<file path="config.mk">
export PLATFORM = sky130hd
export DESIGN_NAME = playfair_digraph_cipher_core
export DESIGN_NICKNAME = d
export VERILOG_FILES = /design/src/pf_pkg.sv /design/src/pf_lookup.sv /design/src/playfair_digraph_cipher_core.sv
export SDC_FILE = /design/constraint.sdc
export NUM_CORES = 1
export LEC_CHECK = 0
export BUFFER_PORTS_ARGS = -buffer_cell sky130_fd_sc_hd__buf_2
export CORE_MARGIN = 3
export CORE_UTILIZATION = 50
export DETAILED_ROUTE_END_ITERATION = 10
export GPL_TIMING_DRIVEN = 0
export HOLD_SLACK_MARGIN = 0.08
export PLACE_DENSITY_LB_ADDON = 0.1
export SLEW_MARGIN = 20
export SYNTH_ARGS = -nofsm -noshare
export SYNTH_HDL_FRONTEND = slang
export SYNTH_SLANG_ARGS = --single-unit
</file>
<file path="constraint.sdc">
create_clock -name clk -period 9.52 [get_ports clk]
set_input_delay 0.952 -clock clk [delete_from_list [all_inputs] [get_ports clk]]
set_output_delay 0.952 -clock clk [all_outputs]
set_load 0.005 [all_outputs]
</file>
<file path="src/pf_pkg.sv">
// Shared types and constants for the Playfair digraph cipher core.
package pf_pkg;

    localparam int LETTER_W = 5;
    localparam int SIDE     = 5;
    localparam int CELLS    = SIDE * SIDE;
    localparam int POS_W    = 3;
    localparam int WIDE_W   = 50;
    localparam int NARROW_W = 25;
    localparam int TDATA_W  = 16;
    localparam int CFG_IDX_W = 3;

    localparam logic [LETTER_W-1:0] LETTER_I   = 5'd8;
    localparam logic [LETTER_W-1:0] LETTER_J   = 5'd9;
    localparam logic [LETTER_W-1:0] LETTER_X   = 5'd23;
    localparam logic [LETTER_W-1:0] LETTER_MAX = 5'd25;
    localparam logic [POS_W-1:0]    POS_LAST   = 3'd4;

    localparam logic [CFG_IDX_W-1:0] CFG_FIRST_TEN = 3'd0;
    localparam logic [CFG_IDX_W-1:0] CFG_NEXT_TEN  = 3'd1;
    localparam logic [CFG_IDX_W-1:0] CFG_LAST_FIVE = 3'd2;
    localparam logic [CFG_IDX_W-1:0] CFG_DIRECTION = 3'd3;

    typedef logic [LETTER_W-1:0] letter_t;
    typedef logic [CELLS-1:0][LETTER_W-1:0] square_t;

    typedef struct packed {
        logic                found;
        logic [POS_W-1:0]    row;
        logic [POS_W-1:0]    col;
    } loc_t;

    typedef struct packed {
        logic    not_found;
        letter_t out_b;
        letter_t out_a;
    } pf_result_t;

endpackage

</file>
<file path="src/pf_lookup.sv">
// Combinational Playfair transform of one prepared digraph over the key square.
module pf_lookup
    import pf_pkg::*;
(
    input  square_t    square,
    input  logic       decrypt,
    input  letter_t    letter_a,
    input  letter_t    letter_b,
    input  logic       b_present,
    output pf_result_t result
);

    // Locate the lowest-index cell holding a letter; codes above Z never match.
    function automatic loc_t find_cell(input square_t sq, input letter_t letter);
        loc_t loc;
        loc = '0;
        for (int r = SIDE - 1; r >= 0; r--)
        begin
            for (int c = SIDE - 1; c >= 0; c--)
            begin
                if (sq[r * SIDE + c] == letter)
                begin
                    loc.found = 1'b1;
                    loc.row   = POS_W'(r);
                    loc.col   = POS_W'(c);
                end
            end
        end
        if (letter > LETTER_MAX)
        begin
            loc.found = 1'b0;
        end
        return loc;
    endfunction

    function automatic logic [POS_W-1:0] wrap_step(input logic [POS_W-1:0] pos,
                                                   input logic dec);
        logic [POS_W-1:0] nxt;
        if (dec)
        begin
            nxt = (pos == '0) ? POS_LAST : pos - POS_W'(1);
        end
        else
        begin
            nxt = (pos == POS_LAST) ? '0 : pos + POS_W'(1);
        end
        return nxt;
    endfunction

    function automatic letter_t cell_at(input square_t sq, input logic [POS_W-1:0] r,
                                        input logic [POS_W-1:0] c);
        logic [LETTER_W-1:0] idx;
        idx = {r, 2'b00} + {2'b00, r} + {2'b00, c};
        return sq[idx];
    endfunction

    letter_t          a_prep;
    letter_t          b_prep;
    loc_t             loc_a;
    loc_t             loc_b;
    logic [POS_W-1:0] oa_r;
    logic [POS_W-1:0] oa_c;
    logic [POS_W-1:0] ob_r;
    logic [POS_W-1:0] ob_c;

    always_comb
    begin
        a_prep = letter_a;
        b_prep = b_present ? letter_b : LETTER_X;
        if (!decrypt)
        begin
            if (a_prep == LETTER_J)
            begin
                a_prep = LETTER_I;
            end
            if (b_prep == LETTER_J)
            begin
                b_prep = LETTER_I;
            end
            if (b_prep == a_prep)
            begin
                b_prep = LETTER_X;
            end
        end
    end

    assign loc_a = find_cell(square, a_prep);
    assign loc_b = find_cell(square, b_prep);

    always_comb
    begin
        if (loc_a.row == loc_b.row)
        begin
            // Same row, including both letters on one cell.
            oa_r = loc_a.row;
            ob_r = loc_b.row;
            oa_c = wrap_step(loc_a.col, decrypt);
            ob_c = wrap_step(loc_b.col, decrypt);
        end
        else if (loc_a.col == loc_b.col)
        begin
            oa_r = wrap_step(loc_a.row, decrypt);
            ob_r = wrap_step(loc_b.row, decrypt);
            oa_c = loc_a.col;
            ob_c = loc_b.col;
        end
        else
        begin
            // Rectangle: swap columns.
            oa_r = loc_a.row;
            ob_r = loc_b.row;
            oa_c = loc_b.col;
            ob_c = loc_a.col;
        end
    end

    always_comb
    begin
        if (loc_a.found && loc_b.found)
        begin
            result.not_found = 1'b0;
            result.out_a     = cell_at(square, oa_r, oa_c);
            result.out_b     = cell_at(square, ob_r, ob_c);
        end
        else
        begin
            result.not_found = 1'b1;
            result.out_a     = '0;
            result.out_b     = '0;
        end
    end

endmodule

</file>
<file path="src/playfair_digraph_cipher_core.sv">
// Top level of the Playfair digraph cipher core: stream ports, key registers, pipeline.
//
// Usage:
//   Load the 5x5 key square and the direction through the cfg channel while the
//   core is idle. cfg_index 0 takes cells 0..9, 1 takes cells 10..19, 2 takes
//   cells 20..24 (five bits per cell, cell 0 in the lowest bits, row-major) and
//   3 takes the direction (0 encrypt, 1 decrypt). Other indexes are ignored.
//   cfg_ready is always high, so every cfg transfer is accepted.
//   Feed digraphs on the s_axis side; each one yields exactly one result on the
//   m_axis side carrying both transformed letters and a not_found flag.
// Timing:
//   An input transfer passes an input register, then the lookup logic, then
//   the result register before it shows on m_axis_tvalid. One digraph is taken
//   every cycle while m_axis_tready stays high; the key search and the cell read
//   of one pair fit between those two registers.
// Reset and stalls:
//   rst_n clears both pipeline valid bits and the key registers (all cells A,
//   encrypt). When m_axis_tready drops, the result register holds and the input
//   register still fills once, so s_axis_tready falls only when both are full.
module playfair_digraph_cipher_core
    import pf_pkg::*;
(
    input  logic                 clk,
    input  logic                 rst_n,
    input  logic                 s_axis_tvalid,
    output logic                 s_axis_tready,
    input  logic [TDATA_W-1:0]   s_axis_tdata,   // [4:0] letter_a, [9:5] letter_b, [10] b_present
    output logic                 m_axis_tvalid,
    input  logic                 m_axis_tready,
    output logic [TDATA_W-1:0]   m_axis_tdata,   // [4:0] out_a, [9:5] out_b, [10] not_found
    input  logic                 cfg_valid,
    output logic                 cfg_ready,
    input  logic [CFG_IDX_W-1:0] cfg_index,
    input  logic [WIDE_W-1:0]    cfg_data
);

    logic [WIDE_W-1:0]   first_ten_reg;
    logic [WIDE_W-1:0]   next_ten_reg;
    logic [NARROW_W-1:0] last_five_reg;
    logic                direction_reg;

    logic                in_valid_reg;
    logic                in_valid_next;
    letter_t             in_a_reg;
    letter_t             in_b_reg;
    logic                in_present_reg;

    logic                out_valid_reg;
    logic                out_valid_next;
    pf_result_t          out_data_reg;

    logic                advance;
    logic                in_xfer;
    square_t             square;
    pf_result_t          result;

    // Key configuration: writes are always accepted.
    assign cfg_ready = 1'b1;

    always_ff @(posedge clk or negedge rst_n)
    begin
        if (!rst_n)
        begin
            first_ten_reg <= '0;
            next_ten_reg  <= '0;
            last_five_reg <= '0;
            direction_reg <= 1'b0;
        end
        else if (cfg_valid && cfg_ready)
        begin
            case (cfg_index)
                CFG_FIRST_TEN: first_ten_reg <= cfg_data;
                CFG_NEXT_TEN:  next_ten_reg  <= cfg_data;
                CFG_LAST_FIVE: last_five_reg <= cfg_data[NARROW_W-1:0];
                CFG_DIRECTION: direction_reg <= cfg_data[0];
                default:       ;
            endcase
        end
    end

    // Unpack the three key registers into a flat 25-cell square.
    always_comb
    begin
        for (int i = 0; i < 10; i++)
        begin
            square[i]      = first_ten_reg[i * LETTER_W +: LETTER_W];
            square[i + 10] = next_ten_reg[i * LETTER_W +: LETTER_W];
        end
        for (int i = 0; i < 5; i++)
        begin
            square[i + 20] = last_five_reg[i * LETTER_W +: LETTER_W];
        end
    end

    // Pipeline control: advance the result register when it is empty or drained.
    assign advance       = !out_valid_reg || m_axis_tready;
    assign s_axis_tready = !in_valid_reg || advance;
    assign in_xfer       = s_axis_tvalid && s_axis_tready;

    always_comb
    begin
        in_valid_next = in_valid_reg;
        if (in_xfer)
        begin
            in_valid_next = 1'b1;
        end
        else if (advance)
        begin
            in_valid_next = 1'b0;
        end
        out_valid_next = advance ? in_valid_reg : out_valid_reg;
    end

    always_ff @(posedge clk or negedge rst_n)
    begin
        if (!rst_n)
        begin
            in_valid_reg  <= 1'b0;
            out_valid_reg <= 1'b0;
        end
        else
        begin
            in_valid_reg  <= in_valid_next;
            out_valid_reg <= out_valid_next;
        end
    end

    // Input register: capture the digraph on each transfer.
    always_ff @(posedge clk)
    begin
        if (in_xfer)
        begin
            in_a_reg       <= s_axis_tdata[4:0];
            in_b_reg       <= s_axis_tdata[9:5];
            in_present_reg <= s_axis_tdata[10];
        end
    end

    pf_lookup u_lookup (
        .square    (square),
        .decrypt   (direction_reg),
        .letter_a  (in_a_reg),
        .letter_b  (in_b_reg),
        .b_present (in_present_reg),
        .result    (result)
    );

    // Result register: load when advancing, hold while the receiver stalls.
    always_ff @(posedge clk)
    begin
        if (advance && in_valid_reg)
        begin
            out_data_reg <= result;
        end
    end

    assign m_axis_tvalid = out_valid_reg;
    assign m_axis_tdata  = {5'b0, out_data_reg.not_found, out_data_reg.out_b,
                            out_data_reg.out_a};

endmodule
</file>
# Yosys cells after proc, flatten, opt, wreduce, memory -nomap -nowiden
# Index checks and enable logic that the tools add are counted.
# word_totals
ff_bits	150
input_bits	74
elab_cells	194
# op_classes
add_sub_neg	12
n_lt_le_gt_ge	4
n_eq_ne	62
mux	87
n_reduce_logical	17
# op_table
op	n
$mux 7	50
$eq 5x5->1	51
$mux 3	20
$bmux 5 s5	2
$mux 5	10
$add 5x3->5	4
$logic_not 3->1	5
$add 3x1->3 const B	4
$eq 3x3->1 const B	4
$lt 5x6->1 const B	2
$sub 3x1->3 const B	4
$mux 11	1
$eq 5x4->1 const B	2
$gt 5x5->1 const B	2
$reduce_and 2->1	4
$eq 3x2->1 const B	2
$eq 3x3->1	2
$mux 1	4
$eq 3x1->1 const B	1
$logic_and 1x1->1	3
$logic_not 1->1	2
$logic_or 1x1->1	2
$reduce_bool 2->1	1

# Longest topological paths before layout
# logic_depth
depth_word	43
ltp_mapped	31

# Hierarchy
# Synthesis repeated with hierarchy kept, for this count alone.
# unflattened
cells_unflattened	1197
hier_area_um2	13097.6
# modules_own_cells
mod	n_inst	cells_per_inst	area_each_um2	seq_area_each_um2
pf_lookup	1	889	7419.6	0.0
playfair_digraph_cipher_core	1	308	5677.9	3863.7

# Worst setup path after synthesis
# OpenSTA, ideal clock, no wires.
# synth_path
kind	reg-to-reg
startpoint	register in_a_reg[2]
endpoint	register out_data_reg (netlist bit m_axis_tdata[9]) (data pin)
setup_ps	265
t_arrival_ps	7040
t_required_ps	9255
setup_slack_ps	2215
path_stages_with_launch	26
synth_period_minus_slack_ps	7305
cell_sequence	edfxtp_1 or4b_4 a22o_1 a211o_4 o21ai_4 buf_6 buf_6 xnor2_1 nand3_1 a2111o_1 a31oi_1 o21ai_1 inv_1 nand2_1 a21boi_0 inv_1 ha_1 or2_2 mux4_2 mux2i_1 fa_1 fa_1 xor2_1 mux4_2 a22oi_1 mux2i_1
# synth_between
elab_chain_cells	41
word_cells_on_any_way	136
classes_between	add/sub: 6; order compare: 2; eq/ne: 56; mux: 69; reduce/logical: 3
# synth_lines
item	line	rtl
from (decl)	playfair_digraph_cipher_core.sv:44	letter_t in_a_reg;
from (signal assigned)	playfair_digraph_cipher_core.sv:133	in_a_reg <= s_axis_tdata[4:0];
$eq 5x4->1	pf_lookup.sv:72	if (a_prep == LETTER_J)
$mux 5	pf_lookup.sv:72	
$mux 5	pf_lookup.sv:70	if (!decrypt)
$eq 5x5->1	pf_lookup.sv:80	if (b_prep == a_prep)
$mux 5	pf_lookup.sv:80	
$mux 5	pf_lookup.sv:70	
$eq 5x5->1	pf_lookup.sv:21	if (sq[r * SIDE + c] == letter)
$mux 7 (25 in series)	pf_lookup.sv:21	
$add 3x1->3, or another cell as far along	pf_lookup.sv:45	nxt = (pos == POS_LAST) ? '0 : pos + POS_W'(1);
$mux 3, on equally long branches	pf_lookup.sv:45, pf_lookup.sv:41	
$mux 3	pf_lookup.sv:39	if (dec)
$mux 3	pf_lookup.sv:100	else if (loc_a.col == loc_b.col)
$mux 3	pf_lookup.sv:92	if (loc_a.row == loc_b.row)
$add 5x3->5 (2 in series)	pf_lookup.sv:53	idx = {r, 2'b00} + {2'b00, r} + {2'b00, c};
$bmux 5 s5	pf_lookup.sv:54	return sq[idx];
$mux 5 (implied by the code)	pf_lookup.sv:54	
to (signal assigned)	playfair_digraph_cipher_core.sv:153	out_data_reg <= result;
to (decl)	playfair_digraph_cipher_core.sv:50	pf_result_t out_data_reg;
# Several ways; a longest one is shown, not always the timed one. The select of a mux whose other input is x is not followed.
# A chain may end at the register's enable or synchronous reset.

# Final worst setup path
# layout_path
startpoint	register in_a_reg[2]
endpoint	register out_data_reg (netlist bit m_axis_tdata[5]) (data pin)
# Same word-level chain as after synthesis.

==> flow_metrics.tcl <==
set metrics [dict create \
    outcome "completed" \
    first_global_vias 11300 \
    tightest_slew_ns 1.21 \
    gp_congestion 1.07 \
    min_path_type "in -> async" \
    syn_area_um2 13600 \
    fin_setup_tns_ns 0 \
    drv_cap 0 \
    dr.pass1.iters 6 \
    synth_most_common_cell "xor2_1" \
    die_y_um 171 \
    grtUsageTotal 0.375 \
    clk_latency_ns 0.45 \
    syn-instance-count 1372 \
    synthTopCellsByCount "xor2_1 (155), dfrtp_1 (128), mux2_2 (109)" \
    drc 0 \
    met3_usage 0.0915 \
    grt_max_degree 67 \
    globalRouteOverflowTotal 0 \
    period_share 0.949 \
    relSlewSlack 0.187 \
    cts_tree "yes" \
    dieArea_um2 29200 \
    route.detailed.wl_per_inst_um 29.6 \
    met1_usage 0.509 \
    die_x_um 171 \
    num_vias 12000 \
    synthToLayoutAreaGrowth_pct 10.8 \
    coreArea_um2 26400 \
    clk_root_buffer_cell "clkbuf_16" \
    cts_hold_buf 0 \
    ys_top_cells_by_area "dfrtp_1 (24%), mux4_2 (11%), xor2_1 (10%), mux2_2 (9.0%), edfxtp_1 (4.9%)" \
    clkSinkCount 150 \
    avgSynthCellArea_um2 9.90 \
    vias_per_cell 6.59 \
    yosysWarnings 0 \
    synthFlopType "dfrtp_1" \
    rsz0062_at_grt "no" \
    period_needed_ns 9.03 \
    hold_viol 0 \
    gr-usage-met2 0.563 \
    cts-buffers-inserted 17 \
    drtAntennaViolNets 0 \
    yosys_register_bits 150 \
    diodes 0 \
    slew_viol_final 0 \
    setup_viol 0 \
    fin_ws_ns 0.488 \
    cts_max_level 4 \
    drtIter0Drc 1698 \
    cp_data_arrival_time_ns 9.22 \
    synth_edf_count 22 \
    synthArstFlopShare 0.853 \
    drive_gt1_frac 0.234 \
    cp-end-kind "flip-flop" \
    pre_cts_slack_ns 0.558 \
    grt_pass1_wl_mm 78.6 \
    clockBufferDepth 2 \
    clkTransAtPathRegs_ns 0.07 \
    dp_hpwl_mm 42.5 \
    path_class "reg -> reg" \
    final.setup_skew_ns 0.0172 \
    fill_cells 2357 \
    synth_cell_type_count 98 \
    yosysSeqAreaShare 0.284 \
    cts_resized 0 \
    antenna_found_initial 0 \
    layout.nets 1579 \
    synth_top_area_share 0.236 \
    post-cts-setup-buffer-count 0 \
    yosys.area.top_type "dfrtp_1" \
    cp_max_fo 10 \
    grt-busiest-layer "met2" \
    crit_required_ns 9.70 \
    ios 93 \
    start_util 0.516 \
    fmax_mhz 111 \
    io_buffers 81 \
    start_kind "flip-flop" \
    wl_mm 54.1 \
    rows 59 \
]
[layer usage]
layer	vias up	wire [um]
met2	734	23500
met3	157	5740
met5	-	0
li1	5251	-
met1	5889	21800
met4	0	3000
[metrics by stage]
| stage | hold slack [ns] | util | instances | area (um2) |
|---|---|---|---|---|
| after floorplan | 0.449 | - | 1376 | 13600 |
| after global placement | 0.465 | 0.547 | 1792 | 14400 |
| after detailed placement | 0.485 | 0.549 | 1794 | 14500 |
| final | 0.415 | 0.571 | 1825 | 15100 |
| after CTS | 0.453 | 0.571 | 1825 | 15000 |
| after global routing | 0.466 | 0.571 | 1825 | 15100 |
[worst paths after layout]
check / cells past startpoint / slack [ns] / to / from
setup / recovery: 26 / 0.49 / m_axis_tdata[5] / in_a_reg[2]
hold / removal: 1 / 0.41 / next_ten_reg[5] / rst_n
setup reg to reg: 26 / 0.49 / m_axis_tdata[5] / in_a_reg[2]
hold reg to reg: 1 / 0.49 / m_axis_tvalid / in_valid_reg
max in group asynchronous: 2 / 8.40 / last_five_reg[22] / rst_n
min in group clk: 1 / 0.49 / m_axis_tvalid / in_valid_reg
[worst max-delay path: stages, from the launching register on]
cell and delay [ns]:
edfxtp_1 0.46, or4b_4 0.63, nand4_1 0.19, a211oi_2 0.15
a31oi_1 0.71, clkbuf_1 0.62, o21ai_0 0.42, a211o_1 0.43
a2111o_1 0.40, a31oi_1 0.18, o21ai_1 0.12, inv_1 0.07
nand2_1 0.05, a21boi_0 0.35, inv_1 0.14, ha_1 0.27
mux2i_1 0.16, nand2_1 0.07, o211ai_1 0.10, o21ai_0 0.19
ha_1 0.33, ha_1 0.45, buf_1 0.79, mux4_2 0.64
mux4_2 0.55, a22oi_1 0.18, mux2i_1 0.10
[layout by cell type (no fill, tap or decap), types with 18 or more instances in the layout]
| cell | instances |
|---|---|
| nand3_1 | 37 |
| clkbuf_16 | 18 |
| a21oi_1 | 19 |
| a22oi_1 | 28 |
| buf_1 | 32 |
| xor2_1 | 154 |
| inv_1 | 44 |
| edfxtp_1 | 22 |
| o21ai_0 | 59 |
| nor2_1 | 64 |
| mux4_2 | 68 |
| nand2_1 | 99 |
| ha_1 | 23 |
| a211oi_1 | 21 |
| mux2i_1 | 33 |
| buf_2 | 89 |
| dfrtp_1 | 128 |
| nand4_1 | 33 |
| xnor2_1 | 66 |
| mux2_2 | 109 |
| clkbuf_1 | 66 |
| nor4_1 | 24 |
[final cells by class]
class                   count  area, um2  share of cell area
multi-input cells        1059       9060               0.602
flip-flops and latches    150       3860               0.257
plain buffers             120        517              0.0343
clock buffers              19        464              0.0308
repair buffers             83        448              0.0298
well taps                 335        419              0.0278
inverters                  47        176              0.0117
clock inverters            12        103             0.00682
[logic make-up (layout without fill, tap and decap cells)]
family | after synthesis | count (layout) | share of synthesized area
xor+xnor | 221 | 221 | 0.142
buf+inv | 167 | 281 | 0.0508
compound gates | 238 | 238 | 0.125
flops | 150 | 150 | 0.284
fa+ha+maj | 27 | 27 | 0.0271
mux | 211 | 211 | 0.228
simple gates | 356 | 356 | 0.141
other cells | 2 | 6 | 0.000553
Power is not shown: default switching activity piles up to over one toggle a cycle in this logic, so the estimate is an artifact.
